$ cat config.mk
export PLATFORM = sky130hd
export DESIGN_NAME = edf_front
export DESIGN_NICKNAME = d
export VERILOG_FILES = /design/src/edf_pkg.sv /design/src/edf_front.sv
export SDC_FILE = /design/constraint.sdc
export NUM_CORES = 1
export LEC_CHECK = 0
export ABC_AREA = 1
export BUFFER_PORTS_ARGS = -buffer_cell sky130_fd_sc_hd__buf_2
export CORE_ASPECT_RATIO = 0.6
export CORE_MARGIN = 2
export CORE_UTILIZATION = 26
export CTS_BUF_LIST = sky130_fd_sc_hd__clkbuf_8 sky130_fd_sc_hd__clkbuf_16
export DETAILED_ROUTE_END_ITERATION = 7
export PLACE_DENSITY_LB_ADDON = 0.05
export SETUP_SLACK_MARGIN = 0.02
export SLEW_MARGIN = 30
export SYNTH_ARGS = -nofsm -noshare
export SYNTH_HDL_FRONTEND = slang
export SYNTH_SLANG_ARGS = --single-unit
$ cat constraint.sdc
create_clock -name clk_i -period 6.95 [get_ports clk_i]
set_input_delay 1.0425 -clock clk_i [delete_from_list [all_inputs] [get_ports clk_i]]
set_output_delay 1.0425 -clock clk_i [all_outputs]
set_load 0.03 [all_outputs]
$ cat src/edf_pkg.sv
`timescale 1ns / 1ps
// ----------------------------------------------------------------------------
// edf_pkg
// Shared types, register codes and tap weight tables of the edge filter.
// ----------------------------------------------------------------------------
package edf_pkg;

  // configuration port
  localparam int CFG_IDX_W  = 2;
  localparam int CFG_DATA_W = 13;
  localparam int MODE_W     = 3;
  localparam int WIDTH_W    = 11;
  localparam int HEIGHT_W   = 13;

  localparam logic [CFG_IDX_W-1:0] CFG_MODE   = 2'd0;
  localparam logic [CFG_IDX_W-1:0] CFG_WIDTH  = 2'd1;
  localparam logic [CFG_IDX_W-1:0] CFG_HEIGHT = 2'd2;

  localparam logic [MODE_W-1:0]   MODE_RESET   = 3'd0;
  localparam logic [WIDTH_W-1:0]  WIDTH_RESET  = 11'd640;
  localparam logic [HEIGHT_W-1:0] HEIGHT_RESET = 13'd480;
  localparam int                  MIN_DIM      = 9;

  // operator codes
  localparam logic [MODE_W-1:0] MODE_LEFT  = 3'd0;
  localparam logic [MODE_W-1:0] MODE_UP    = 3'd1;
  localparam logic [MODE_W-1:0] MODE_GRAD  = 3'd2;
  localparam logic [MODE_W-1:0] MODE_LAP_A = 3'd3;
  localparam logic [MODE_W-1:0] MODE_LAP_B = 3'd4;
  localparam logic [MODE_W-1:0] MODE_BLOCK = 3'd5;

  // datapath widths
  localparam int ACC_W     = 16;
  localparam int WT_W      = 5;
  localparam int OFF_W     = 4;
  localparam int SQ_W      = 18;
  localparam int ROOT_W    = 9;
  localparam int BIT_W     = 4;
  localparam logic [7:0] SAT_MAX = 8'd255;

  // queue between front and back
  localparam int QDEPTH = 4;
  localparam int QAW    = 2;

  localparam logic signed [WT_W-1:0] WT_ZERO = 5'sd0;
  localparam logic signed [WT_W-1:0] WT_P1   = 5'sd1;
  localparam logic signed [WT_W-1:0] WT_N1   = -5'sd1;
  localparam logic signed [WT_W-1:0] WT_N2   = -5'sd2;
  localparam logic signed [WT_W-1:0] WT_P4   = 5'sd4;
  localparam logic signed [WT_W-1:0] WT_N4   = -5'sd4;
  localparam logic signed [WT_W-1:0] WT_N8   = -5'sd8;

  localparam logic signed [OFF_W-1:0] OFF_ZERO = 4'sd0;
  localparam logic signed [OFF_W-1:0] OFF_FAR  = 4'sd3;

  typedef struct packed {
    logic [7:0] pixel;
    logic       filler;
  } pix_in_t;

  typedef struct packed {
    logic [7:0] edge_value;
    logic       frame_end;
  } pix_out_t;

  typedef struct packed {
    logic signed [WT_W-1:0] w0;
    logic signed [WT_W-1:0] w1;
  } tap_wt_t;

  typedef struct packed {
    logic signed [OFF_W-1:0] dy;
    logic signed [OFF_W-1:0] dx;
  } tap_off_t;

  typedef enum logic [2:0] {
    ST_IDLE,
    ST_TAP,
    ST_DRAIN,
    ST_SAT,
    ST_SQ0,
    ST_SQ1,
    ST_ROOT,
    ST_DONE
  } back_state_e;

  // weights of one tap of a 3x3 block, w1 only feeds the vertical gradient
  function automatic tap_wt_t tap_wt_f(logic [MODE_W-1:0] mode, logic [2:0] blk,
                                       logic [1:0] kr, logic [1:0] kc);
    tap_wt_t t;
    logic    centre;
    logic    left;
    logic    up;
    logic    corner;
    centre = (kr == 2'd1) && (kc == 2'd1);
    left   = (kr == 2'd1) && (kc == 2'd0);
    up     = (kr == 2'd0) && (kc == 2'd1);
    corner = (kr != 2'd1) && (kc != 2'd1);
    t.w0   = WT_ZERO;
    t.w1   = WT_ZERO;
    case (mode)
      MODE_LEFT: t.w0 = centre ? WT_P1 : (left ? WT_N1 : WT_ZERO);
      MODE_UP:   t.w0 = centre ? WT_P1 : (up ? WT_N1 : WT_ZERO);
      MODE_GRAD: begin
        t.w0 = centre ? WT_P1 : (left ? WT_N1 : WT_ZERO);
        t.w1 = centre ? WT_P1 : (up ? WT_N1 : WT_ZERO);
      end
      MODE_LAP_A: t.w0 = centre ? WT_P4 : (corner ? WT_P1 : WT_N2);
      MODE_LAP_B: t.w0 = centre ? WT_N8 : WT_P1;
      default:    t.w0 = (blk == 3'd0) ? WT_N4 : WT_P1;
    endcase
    return t;
  endfunction

  // centre of each 3x3 block of the block laplacian
  function automatic tap_off_t blk_off_f(logic [2:0] blk);
    tap_off_t o;
    o.dy = OFF_ZERO;
    o.dx = OFF_ZERO;
    case (blk)
      3'd1:    o.dy = -OFF_FAR;
      3'd2:    o.dy = OFF_FAR;
      3'd3:    o.dx = -OFF_FAR;
      3'd4:    o.dx = OFF_FAR;
      default: o.dy = OFF_ZERO;
    endcase
    return o;
  endfunction

endpackage

$ cat src/edf_front.sv
`timescale 1ns / 1ps
// ----------------------------------------------------------------------------
// edf_front
// Accepts pixel items, tracks frame position and classifies each item.
// ----------------------------------------------------------------------------
module edf_front import edf_pkg::*; #(
  parameter int WW = 11,
  parameter int HW = 13,
  parameter int NW = 23,
  parameter int AW = 14,
  parameter int EW = 8
) (
  input  logic          clk_i,
  input  logic          rst_ni,
  input  logic          restart_i,
  input  logic [WW-1:0] w_i,
  input  logic [NW-1:0] total_i,
  input  logic          in_valid_i,
  output logic          in_ready_o,
  input  pix_in_t       in_item_i,
  input  logic          full_i,
  output logic          push_o,
  output logic [EW-1:0] entry_o
);

  typedef struct packed {
    logic          we;
    logic [7:0]    wdata;
    logic [AW-1:0] waddr;
    logic          due;
    logic          last;
    logic [HW-1:0] row;
    logic [WW-1:0] col;
    logic [AW-1:0] qaddr;
  } entry_t;

  logic [NW-1:0] n_q, n_d;
  logic [HW-1:0] r_q, r_d;
  logic [WW-1:0] c_q, c_d;
  logic [NW-1:0] lag, q;
  entry_t        ent;

  assign in_ready_o = !full_i;
  assign push_o     = in_valid_i && !full_i;
  assign entry_o    = ent;

  // classify the item by its count in the frame
  always_comb begin
    lag       = NW'({w_i, 2'b00}) + NW'(3'd4);
    q         = n_q - lag;
    ent.we    = (n_q < total_i);
    ent.wdata = in_item_i.filler ? 8'd0 : in_item_i.pixel;
    ent.waddr = n_q[AW-1:0];
    ent.due   = (n_q >= lag);
    ent.last  = (q == total_i - NW'(1'b1));
    ent.row   = r_q;
    ent.col   = c_q;
    ent.qaddr = q[AW-1:0];
  end

  // frame position counters
  always_comb begin
    n_d = n_q;
    r_d = r_q;
    c_d = c_q;
    if (restart_i) begin
      n_d = '0;
      r_d = '0;
      c_d = '0;
    end else if (push_o) begin
      if (ent.due && ent.last) begin
        n_d = '0;
        r_d = '0;
        c_d = '0;
      end else begin
        n_d = n_q + 1'b1;
        if (ent.due) begin
          if (c_q == w_i - 1'b1) begin
            c_d = '0;
            r_d = r_q + 1'b1;
          end else begin
            c_d = c_q + 1'b1;
          end
        end
      end
    end
  end

  always_ff @(posedge clk_i or negedge rst_ni) begin
    if (!rst_ni) begin
      n_q <= '0;
      r_q <= '0;
      c_q <= '0;
    end else begin
      n_q <= n_d;
      r_q <= r_d;
      c_q <= c_d;
    end
  end

endmodule

==> out/metrics.cfg <==
[drt]
drc=0
wl_per_cell_um=13.2
wirelength_um=12600
viasPerCell=4.47
dr.pass1.iters=4
vias=4250
ant_nets=0
drt_iter0_drc=336

[critical_path]
startpoint=w_i[1]
cp.depth=23
cp-endpoint=n_q[9]
arrival_ns=4.48
worstPathRequired_ns=7.11
critical-path-top-delay-family=simple AND/OR/NAND/NOR gates
slowest_delay_ns=0.42
crit_top_cell=nand2_1
reg2reg_to=n_q[9]
r2r_start=n_q[2]
ff2ff_path_depth=19
crit_path_max_fanout=23
r2r_slack_ns=3.84
cp-start-kind=primary input
cpMaxStageDelayCell=nor3_1
cp-end-kind=flip-flop
worstPathCellList=buf_2 -> ha_1 -> nand2_1 -> nor3_1 -> nand2_1 -> nor3_1 -> xnor2_1 -> ha_1 -> nand2_1 -> nor2_2 -> inv_2 -> nor2_1 -> nand2_1 -> nand3_1 -> nor2_1 -> nor2_1 -> nand3_1 -> nor2_1 -> nand2_1 -> nor2_1 -> nand2_2 -> nand2_1 -> nand2_1
path_class=in2reg
crit_buf_inv=2

[synth]
synth_top_area_frac=0.278
synth_area_sq_um=3850
yosysUniqueCellTypes=36
avgSynthCellArea_sq_um=5.34
yosysSeqAreaShare=0.150
syn_inst=720
netlist_top_cells_area=nand2_1, dfrtp_1, nor2_1, inv_1, nand3_1
synth_area_leader_cell=nand2_1
ys_ff_latch=23
synth_nets=785
synth_warnings=0

[clock_network]
cts_resized=0
htreeDepth=1
post_cts.repair.setup_buffers=0
ctsHoldBuffers=0
clk_pin_slew_ns=0.07
cts_buffers=3
cts_num_sinks=23
clk_latency_ns=0.26
cts-root-buf=clkbuf_16
cts.path.max_buffers=2
cts_tree=yes

[timing]
maxSlewViolCount=0
tightest_slew_ns=0.607
clock_skew_ns=0.00237
timing.final.crit_share=0.623
fin_crit_ns=4.33
rsz0062_at_grt=false
max_freq_ghz=0.231
tns_ns=0
finalHoldViolations=0
finalSetupViolCount=0
relSlewSlack=0.595

[grt]
grt_max_degree=24
groute.usage.overall=0.166
overflow=0
antenna_found_initial=0
grt_pass1_wl_um=21000
grt_pass1_vias=4077

[floorplanning]
core_region_area_sq_um=14500
dieArea_sq_um=15800
start_util=0.266
row_count=34
die_h_um=98.2
ios=58
die_w_um=161

[min_path]
hp-class=reg2reg

[final_layout]
final_common_cell=nand2_1
seqCellArea_sq_um=576
largest_reg_flops=23
final_core_util=0.297
diodes=0
multi_input_area_sq_um=2770
largest_register=n_q
finalNetCount=819
drive_above_1_share=0.104
area_growth_pct=11.7
top_regs=n_q (23)
n_fill_cell=1693
final_cell_mix=nand2_1, nor2_1, inv_1, nand3_1, buf_2

[power]
ir_drop_mv=0.0680
leakagePower_nw=2.35
p_per_area_nw_per_um2=92.9

[run_status]
outcome=finished clean

[placement]
dp_hpwl_um=10500
port_buffers=48
routabilityCongestion=0.800

[job]
drv_cap=0

tightest hold or removal path: cells and delay by family, from the launching register on:
| kind | cells | cell delay [ns] |
|---|---|---|
| DFF | 1 | 0.38 |
| and+or+nand+nor | 2 | 0.12 |
power by group:
part / switching [mW] / internal (mW)
logic: 0.0876 / 0.0435
registers: 0.00127 / 0.134
clock network: 0.0551 / 0.0772
total: 0.144 / 0.255
synthesized netlist by cell type, drive strengths merged:
cell type and n:
nand2 290, nor2 104, inv 100, nand3 65, dfrtp 23, xor2 23, a21oi 16, ha 16
buf 14, nand4 12, xnor2 12, o21ai 11, nor3 8, clkbuf 6, nand3b 5, nor4 3
a31oi 2, or2 2, a211oi 1, and2 1, and3 1, clkinv 1, fa 1, o22ai 1
o32ai 1, or3 1
layer usage:
layer	track usage	wire length, um	vias up
met4	0.0158	55	0
met5	0	0	-
met3	0.0280	532	6
li1	-	-	2288
met2	0.231	4540	71
met1	0.269	7430	1885
layout make-up:
class,count,share of cell area
timing repair buffer,49,0.0577
sequential,23,0.134
multi-input combinational,576,0.644
inverter,101,0.0883
tap,198,0.0577
clock buffer,3,0.0175
clock inverter,1,0.000874
worst min path at each step:
stage            start  endpoint  slack, ns  cells past startpoint
6_report        n_q[9]    n_q[9]       0.54                      2
3_3_place_gp    n_q[9]    n_q[9]       0.53                      2
2_1_floorplan   n_q[9]    n_q[9]       0.48                      2
5_1_grt        n_q[22]   n_q[22]       0.58                      2
3_5_place_dp    n_q[9]    n_q[9]       0.53                      2
4_1_cts         n_q[9]    n_q[9]       0.55                      2
kinds of logic (layout without fill, tap and decap cells):
| logic type | after synthesis | after routing | share of synthesized area |
|---|---|---|---|
| AND/OR/NAND/NOR | 492 | 492 | 0.536 |
| buffers and inverters | 121 | 154 | 0.131 |
| XOR/XNOR | 35 | 35 | 0.0797 |
| AO/OA/AOI/OAI | 32 | 32 | 0.0462 |
| flip-flops | 23 | 23 | 0.150 |
| adder cells (fa/ha/maj) | 17 | 17 | 0.0573 |
metrics by stage:
step | hold WS (ns) | power (mW) | instances | cell area, sq um | setup slack [ns]
6_report | 0.539 | 0.399 | 951 | 4300 | 2.62
2_1_floorplan | 0.477 | 0.227 | 720 | 3850 | 3.33
4_1_cts | 0.548 | 0.407 | 951 | 4300 | 2.63
3_5_place_dp | 0.530 | 0.270 | 947 | 4220 | 2.35
3_3_place_gp | 0.528 | 0.269 | 947 | 4220 | 2.42
5_1_grt | 0.576 | 0.429 | 951 | 4300 | 2.03
No activity file was read; power rests on OpenSTA's default activity.
