--- config.mk ---
export PLATFORM = sky130hd
export DESIGN_NAME = edf_queue
export DESIGN_NICKNAME = d
export VERILOG_FILES = /design/src/edf_pkg.sv /design/src/edf_queue.sv
export SDC_FILE = /design/constraint.sdc
export NUM_CORES = 1
export LEC_CHECK = 0
export BUFFER_PORTS_ARGS = -buffer_cell sky130_fd_sc_hd__buf_4
export CAP_MARGIN = 20
export CORE_MARGIN = 3
export CORE_UTILIZATION = 35
export CTS_BUF_LIST = sky130_fd_sc_hd__clkbuf_4
export DETAILED_ROUTE_END_ITERATION = 8
export SETUP_SLACK_MARGIN = 0.15
export SYNTH_ARGS = -nofsm -noshare
export SYNTH_HDL_FRONTEND = slang
export SYNTH_SLANG_ARGS = --single-unit
export TNS_END_PERCENT = 100
--- constraint.sdc ---
create_clock -name clk_i -period 1.5 [get_ports clk_i]
set_clock_uncertainty 0.1 [all_clocks]
set_input_delay 0.225 -clock clk_i [delete_from_list [all_inputs] [get_ports clk_i]]
set_output_delay 0.225 -clock clk_i [all_outputs]
set_load 0.02 [all_outputs]
--- src/edf_pkg.sv ---
`timescale 1ns / 1ps
// ----------------------------------------------------------------------------
// edf_pkg
// Shared types, register codes and tap weight tables of the edge filter.
// ----------------------------------------------------------------------------
package edf_pkg;

  // configuration port
  localparam int CFG_IDX_W  = 2;
  localparam int CFG_DATA_W = 13;
  localparam int MODE_W     = 3;
  localparam int WIDTH_W    = 11;
  localparam int HEIGHT_W   = 13;

  localparam logic [CFG_IDX_W-1:0] CFG_MODE   = 2'd0;
  localparam logic [CFG_IDX_W-1:0] CFG_WIDTH  = 2'd1;
  localparam logic [CFG_IDX_W-1:0] CFG_HEIGHT = 2'd2;

  localparam logic [MODE_W-1:0]   MODE_RESET   = 3'd0;
  localparam logic [WIDTH_W-1:0]  WIDTH_RESET  = 11'd640;
  localparam logic [HEIGHT_W-1:0] HEIGHT_RESET = 13'd480;
  localparam int                  MIN_DIM      = 9;

  // operator codes
  localparam logic [MODE_W-1:0] MODE_LEFT  = 3'd0;
  localparam logic [MODE_W-1:0] MODE_UP    = 3'd1;
  localparam logic [MODE_W-1:0] MODE_GRAD  = 3'd2;
  localparam logic [MODE_W-1:0] MODE_LAP_A = 3'd3;
  localparam logic [MODE_W-1:0] MODE_LAP_B = 3'd4;
  localparam logic [MODE_W-1:0] MODE_BLOCK = 3'd5;

  // datapath widths
  localparam int ACC_W     = 16;
  localparam int WT_W      = 5;
  localparam int OFF_W     = 4;
  localparam int SQ_W      = 18;
  localparam int ROOT_W    = 9;
  localparam int BIT_W     = 4;
  localparam logic [7:0] SAT_MAX = 8'd255;

  // queue between front and back
  localparam int QDEPTH = 4;
  localparam int QAW    = 2;

  localparam logic signed [WT_W-1:0] WT_ZERO = 5'sd0;
  localparam logic signed [WT_W-1:0] WT_P1   = 5'sd1;
  localparam logic signed [WT_W-1:0] WT_N1   = -5'sd1;
  localparam logic signed [WT_W-1:0] WT_N2   = -5'sd2;
  localparam logic signed [WT_W-1:0] WT_P4   = 5'sd4;
  localparam logic signed [WT_W-1:0] WT_N4   = -5'sd4;
  localparam logic signed [WT_W-1:0] WT_N8   = -5'sd8;

  localparam logic signed [OFF_W-1:0] OFF_ZERO = 4'sd0;
  localparam logic signed [OFF_W-1:0] OFF_FAR  = 4'sd3;

  typedef struct packed {
    logic [7:0] pixel;
    logic       filler;
  } pix_in_t;

  typedef struct packed {
    logic [7:0] edge_value;
    logic       frame_end;
  } pix_out_t;

  typedef struct packed {
    logic signed [WT_W-1:0] w0;
    logic signed [WT_W-1:0] w1;
  } tap_wt_t;

  typedef struct packed {
    logic signed [OFF_W-1:0] dy;
    logic signed [OFF_W-1:0] dx;
  } tap_off_t;

  typedef enum logic [2:0] {
    ST_IDLE,
    ST_TAP,
    ST_DRAIN,
    ST_SAT,
    ST_SQ0,
    ST_SQ1,
    ST_ROOT,
    ST_DONE
  } back_state_e;

  // weights of one tap of a 3x3 block, w1 only feeds the vertical gradient
  function automatic tap_wt_t tap_wt_f(logic [MODE_W-1:0] mode, logic [2:0] blk,
                                       logic [1:0] kr, logic [1:0] kc);
    tap_wt_t t;
    logic    centre;
    logic    left;
    logic    up;
    logic    corner;
    centre = (kr == 2'd1) && (kc == 2'd1);
    left   = (kr == 2'd1) && (kc == 2'd0);
    up     = (kr == 2'd0) && (kc == 2'd1);
    corner = (kr != 2'd1) && (kc != 2'd1);
    t.w0   = WT_ZERO;
    t.w1   = WT_ZERO;
    case (mode)
      MODE_LEFT: t.w0 = centre ? WT_P1 : (left ? WT_N1 : WT_ZERO);
      MODE_UP:   t.w0 = centre ? WT_P1 : (up ? WT_N1 : WT_ZERO);
      MODE_GRAD: begin
        t.w0 = centre ? WT_P1 : (left ? WT_N1 : WT_ZERO);
        t.w1 = centre ? WT_P1 : (up ? WT_N1 : WT_ZERO);
      end
      MODE_LAP_A: t.w0 = centre ? WT_P4 : (corner ? WT_P1 : WT_N2);
      MODE_LAP_B: t.w0 = centre ? WT_N8 : WT_P1;
      default:    t.w0 = (blk == 3'd0) ? WT_N4 : WT_P1;
    endcase
    return t;
  endfunction

  // centre of each 3x3 block of the block laplacian
  function automatic tap_off_t blk_off_f(logic [2:0] blk);
    tap_off_t o;
    o.dy = OFF_ZERO;
    o.dx = OFF_ZERO;
    case (blk)
      3'd1:    o.dy = -OFF_FAR;
      3'd2:    o.dy = OFF_FAR;
      3'd3:    o.dx = -OFF_FAR;
      3'd4:    o.dx = OFF_FAR;
      default: o.dy = OFF_ZERO;
    endcase
    return o;
  endfunction

endpackage

--- src/edf_queue.sv ---
`timescale 1ns / 1ps
// ----------------------------------------------------------------------------
// edf_queue
// Small register queue that decouples the classifying front from the back.
// ----------------------------------------------------------------------------
module edf_queue import edf_pkg::*; #(
  parameter int DW = 8
) (
  input  logic          clk_i,
  input  logic          rst_ni,
  input  logic          push_i,
  input  logic [DW-1:0] data_i,
  output logic          full_o,
  input  logic          pop_i,
  output logic [DW-1:0] data_o,
  output logic          empty_o
);

  logic [DW-1:0] slot_q [QDEPTH];
  logic [QAW-1:0] wptr_q, rptr_q;
  logic [QAW:0]   cnt_q;

  assign full_o  = (cnt_q == (QAW+1)'(QDEPTH));
  assign empty_o = (cnt_q == '0);
  assign data_o  = slot_q[rptr_q];

  // storage
  always_ff @(posedge clk_i) begin
    if (push_i) slot_q[wptr_q] <= data_i;
  end

  // pointers and fill count
  always_ff @(posedge clk_i or negedge rst_ni) begin
    if (!rst_ni) begin
      wptr_q <= '0;
      rptr_q <= '0;
      cnt_q  <= '0;
    end else begin
      if (push_i) wptr_q <= wptr_q + 1'b1;
      if (pop_i)  rptr_q <= rptr_q + 1'b1;
      if (push_i && !pop_i)      cnt_q <= cnt_q + 1'b1;
      else if (pop_i && !push_i) cnt_q <= cnt_q - 1'b1;
    end
  end

endmodule

==> flow_summary.ini, run 1 <==
[setup_path]
critPathMaxFanout = 8
cp-end-kind = primary output
path_class = reg -> out
r2r_slack_ns = 0.05
r2r-end = cnt_q[2]
arrival_ns = 1.55
start_kind = register
reg2reg_depth = 4
startpoint = rptr_q[0]
reg2reg_from = cnt_q[1]
worst_ep_required_time_ns = 1.17

[detailed_routing]
routed.top_layer = met4
post_drt_wl_per_cell_um = 14.9
wirelength_um = 2600
wl_met3_um = 143
vias = 825
routedLengthMet1_um = 1070
drtIter0Drc = 41
dr.pass1.iters = 4
via_per_inst = 4.71
met2WireLength_um = 1380
drc = 0
antenna_left = 0

[run]
maxCapViolCount = 0

[placed_design]
port_buffers = 21
dp_hpwl_um = 1770
post_dp_cell_area_um2 = 1890
gp_congestion = 0.704

[status]
violations = setup timing
status = finished, violations left

[cts]
cts.htree.levels = 2
cts_tree = built
ctsLongestPathBuffers = 2
numClockSinks = 39
clkLatencyLatePin_ns = 0.33
root_buffer = clkbuf_4
path_clk_slew_ns = 0.11
numCtsBuffers = 5

[pwr]
power_switching_mw = 1.21
leakagePower_nw = 0.811
p_int_mw = 2.60
power_density_nw_per_um2 = 1800
p_comb_share_pct = 43.7
seqPwrFrac_pct = 43.4
peakVddDrop_mv = 0.743
p_clk_share_pct = 12.9
swShare_pct = 31.7

[sta]
fmax_mhz = 533
setup_slack_ns = -0.377
setup_viol_count_final = 8
tns_ns = -2.98
slew_headroom_pct = 68.9
hold_viol_final = 0
period_share_pct = 125
slew_viol_final = 0
finalCriticalPeriod_ns = 1.88
rsz0062_at_grt = true
tightestPinTransition_ns = 0.466

[yosys]
yosysMostFrequentCell = edfxtp_1
ys_types = 17
yosys_warnings = 0
syn_nets = 94
yosys-top-cells-area = edfxtp_1 (62%), mux4_2 (12%), dfrtp_1 (11%)
synth_flop_cell = edfxtp_1
ys_seq_elements = 39
synthArstFlopShare_pct = 17.9
syn_avg_cell_area_um2 = 20.4
synthTopCellsByCount = edfxtp_1 (32), mux4_2 (8), dfrtp_1 (7)
synth_edf_count = 32
synth_top_cell_area_share_pct = 62.1
ys_seq_area_share_pct = 73.4
synth_area_um2 = 1550
yosys.area.top_type = edfxtp_1
syn_inst = 76

[hold_path]
worstHoldEndpoint = rptr_q[0]
hold_depth = 3
min_path_type = in -> reg
worst_hold_startpoint = pop_i

[layout]
antenna_cells_inserted = 0
syn_to_final_growth_pct = 36.5
n_fill_cell = 371
fin_nets = 142
final_cell_area_um2 = 2110
drive_above_1_share_pct = 50.4

[die]
start_util_pct = 37.3
ios = 22
die_h_um = 72.5
dieArea_um2 = 5260
fp-row-count = 23
die_x_um = 72.5
core_area_um2 = 4140

[global_routing]
grt_pass1_wl_um = 4160
track_usage_pct = 10.9
grt_max_degree = 13
grt_overflow_total = 0
grt_pass1_vias = 851
antenna_found_initial = 0
## logic make-up (layout without fill, tap and decap cells)
logic type,after synthesis,after routing,share of synthesized area (%)
compound gates,1,1,0.323
xor+xnor,6,6,3.40
fa+ha+maj,6,6,5.34
buf+inv,6,55,2.02
flops,39,39,73.4
mux,9,9,12.4
simple gates,9,9,3.15
## routing by layer
metal	vias to the layer above	GRT usage, %
met5	-	0
met4	0	3.07
met3	2	3.88
met2	21	19.7
met1	415	12.1
li1	387	-
## worst max-delay path by stage
stage                           end  slack [ns]  depth (start not counted)
final                     data_o[1]       -0.38                          3
after global routing      data_o[1]       -0.45                          3
after CTS                 data_o[0]       -0.41                          3
after detailed placement   cnt_q[2]       -0.08                          8
after global placement     cnt_q[2]       -0.02                          8
after floorplan           data_o[0]        0.12                          2
## cells in the final DEF (no fill, tap or decap), types with 2 or more instances in the layout
cell	n
and2_4	3
buf_12	5
buf_4	21
buf_6	8
clkbuf_4	5
clkinv_2	3
dfrtp_1	5
dfrtp_2	2
dlygate4sd3_1	9
edfxtp_1	32
ha_1	4
inv_2	3
mux4_2	8
nand2_1	2
xnor2_1	2
xor2_1	4
## per-stage QoR
step | hold WS [ns] | cells | power, mW | setup slack (ns) | util [%]
2_1_floorplan | -0.171 | 76 | 2.44 | 0.121 | -
3_3_place_gp | -0.0586 | 154 | 3.03 | -0.0227 | 45.5
3_5_place_dp | -0.0526 | 154 | 3.09 | -0.0780 | 45.5
4_1_cts | 0.0416 | 174 | 3.82 | -0.406 | 50.7
5_1_grt | 0.0385 | 175 | 4.05 | -0.447 | 51.0
6_report | 0.0565 | 175 | 3.81 | -0.377 | 51.0
## power by group through the flow
stage	combinational, mW	clock, mW	sequential (mW)
CTS	1.66	0.517	1.65
floorplan	0.876	0	1.57
finish	1.66	0.493	1.65
global placement	1.38	0	1.64
detailed placement	1.42	0	1.66
global route	1.79	0.574	1.68
## flip-flops by register name, summed over array words and instances (netlist names)
| signal | count |
|---|---|
| slot_q | 32 |
| wptr_q | 2 |
| cnt_q | 3 |
| rptr_q | 2 |
## worst max-delay path: stages, from the launching register on
cell     delay, ns
dfrtp_1       0.41
buf_12        0.16
mux4_2        0.51
buf_6         0.15
## area by class of cell
cell class	count	area [um^2]	share of cell area [%]
clock buffer	5	37.5	1.78
sequential	39	1140	53.9
multi-input combinational	31	407	19.2
inverter	4	15.0	0.710
clock inverter	3	15.0	0.710
tap	50	62.6	2.96
timing repair buffer	43	438	20.7
## what timing repair did
action | CTS | global route
setup endpoints to repair | 24 | 36
pin swaps | 6 | 3
hold endpoints to repair | 39 | 0
setup buffers | 3 | 1
resized for setup | 14 | 4
hold buffers | 9 | 0
No activity file was read; power rests on OpenSTA's default activity.
==> run 2: changes to the inputs <==
CORE_ASPECT_RATIO = 0.5   (was not set)
PLACE_DENSITY = 0.51   (was not set)
==> run 2 against run 1 <==
Compared with the run above:
- non-clock buffer count shrank 2
- flip-flop and latch count is the same
- critical endpoint is now data_o[2]
- largest cell class unchanged
- register-to-register slack gained 0.04 ns
- the run still ends with setup timing left
==> flow_summary.ini, run 2 (synthesized netlist as in run 1, its figures left out) <==
[layout]
top_register = slot_q
antenna_cells_inserted = 0
reg_top3 = slot_q (32), cnt_q (3)
final_cell_area_um2 = 2130
mostFrequentLayoutCell = edfxtp_1
fin_nets = 140
stdcell_count = 177
largest_register_ff_count = 32
syn_to_final_growth_pct = 37.8
drive_above_1_share_pct = 49.6
final_cell_mix = edfxtp_1 (32), buf_4 (19), dlygate4sd3_1 (9)

[die]
die_x_um = 100
core_area_um2 = 4060
fp-row-count = 16
ios = 22
dieArea_um2 = 5300
die_h_um = 53.0
start_util_pct = 38.1

[setup_path]
cp_slowest_cell = mux4_2
path_class = reg -> out
cp_top_family = multiplexers
arrival_ns = 1.57
cp_cell_sequence = buf_12, mux4_2, buf_6
worst_ep_required_time_ns = 1.17
critPathMaxFanout = 8
critical_path_buf_inv_count = 2
start_kind = register
slowest_delay_ns = 0.51
cp-end-kind = primary output

[cts]
cts_tree = built
ctsLongestPathBuffers = 2
clkLatencyLatePin_ns = 0.33
path_clk_slew_ns = 0.12
root_buffer = clkbuf_4
cts.htree.levels = 2
numCtsBuffers = 5
numClockSinks = 39

[pwr]
power_switching_mw = 1.23
p_total_mw = 3.99
p_comb_share_pct = 41.0
seqPwrFrac_pct = 41.3
p_int_mw = 2.75
leakagePower_nw = 0.812
power_density_nw_per_um2 = 1870
peakVddDrop_mv = 0.656
swShare_pct = 31.0
p_clk_share_pct = 17.7

[sta]
setup_viol_count_final = 8
hold_viol_final = 0
slew_viol_final = 0
tightestPinTransition_ns = 0.429
rsz0062_at_grt = true
period_share_pct = 126
finalCriticalPeriod_ns = 1.90
setup_slack_ns = -0.397
slew_headroom_pct = 71.4
fmax_mhz = 527

[detailed_routing]
wirelength_um = 2690
vias = 808
via_per_inst = 4.56
drc = 0
antenna_left = 0
drtIter0Drc = 8
post_drt_wl_per_cell_um = 15.2
dr.pass1.iters = 2

[global_routing]
grt_max_degree = 14
track_usage_pct = 11.1
grt_pass1_wl_um = 4070
grt_overflow_total = 0
antenna_found_initial = 0
grt_pass1_vias = 863

[placed_design]
post_dp_cell_area_um2 = 1890
gp_congestion = 0.593
dp_hpwl_um = 1930
placed_cells = 158
port_buffers = 21

[status]
status = finished, violations left
violations = setup timing

[hold_path]
min_path_type = in -> reg

[run]
maxCapViolCount = 0
## run 2: final timing paths
| kind | startpoint | endpoint | slack (ns) | depth (start not counted) |
|---|---|---|---|---|
| max | rptr_q[0] | data_o[2] | -0.40 | 3 |
| min | pop_i | rptr_q[0] | 0.04 | 3 |
| max reg2reg | cnt_q[1] | cnt_q[1] | 0.09 | 2 |
| min reg2reg | cnt_q[2] | cnt_q[2] | 0.42 | 1 |
| max in group asynchronous | rst_ni | wptr_q[0] | 1.06 | 2 |
| min in group asynchronous | rst_ni | cnt_q[0] | 0.10 | 2 |
## run 2: layout make-up
cell class	instances	area, um^2
Sequential cell	39	1140
Clock buffer	5	37.5
Multi-Input combinational cell	31	407
Timing Repair Buffer	41	423
Fill cell	350	1930
Clock inverter	3	43.8
Inverter	4	15.0
Tap cell	54	67.6
## run 2: per-stage QoR
step / setup TNS [ns] / setup WS [ns] / hold slack (ns) / utilization (%)
global placement: -0.0363 / -0.00969 / -0.0592 / 46.6
floorplan: 0 / 0.121 / -0.171 / -
global route: -3.60 / -0.450 / 0.0303 / 52.5
detailed placement: -0.202 / -0.0345 / -0.0531 / 46.6
finish: -3.13 / -0.397 / 0.0413 / 52.5
CTS: -3.34 / -0.425 / 0.0298 / 52.2
## run 2: per-layer routing
metal  vias to the layer above  share of wire, %  GRT usage, %
met5                         -                 0             0
li1                        380                 -             -
met3                         4               4.1          3.55
met2                        15                53          20.6
met4                         0               1.6          5.37
met1                       409                41          11.5
## run 2: repair_timing
| action | 4_1_cts | 5_1_grt |
|---|---|---|
| buffers inserted | 2 | 0 |
| endpoints found under the setup margin | 26 | 28 |
| hold endpoints to repair | 39 | 0 |
| pin swaps | 5 | 2 |
| hold buffers | 9 | 0 |
| resized for setup | 13 | 5 |
## run 2: worst register-to-register path, cell delays in order, from the launching register on
cell and delay [ns]:
dfrtp_2 0.47, fa_2 0.46, mux2_4 0.27
## run 2: power groups by stage
stage	Clock, mW	Combinational (mW)	Sequential [mW]
finish	0.704	1.63	1.65
global route	0.765	1.73	1.68
CTS	0.729	1.63	1.65
detailed placement	0	1.43	1.67
global placement	0	1.37	1.64
floorplan	0	0.876	1.57
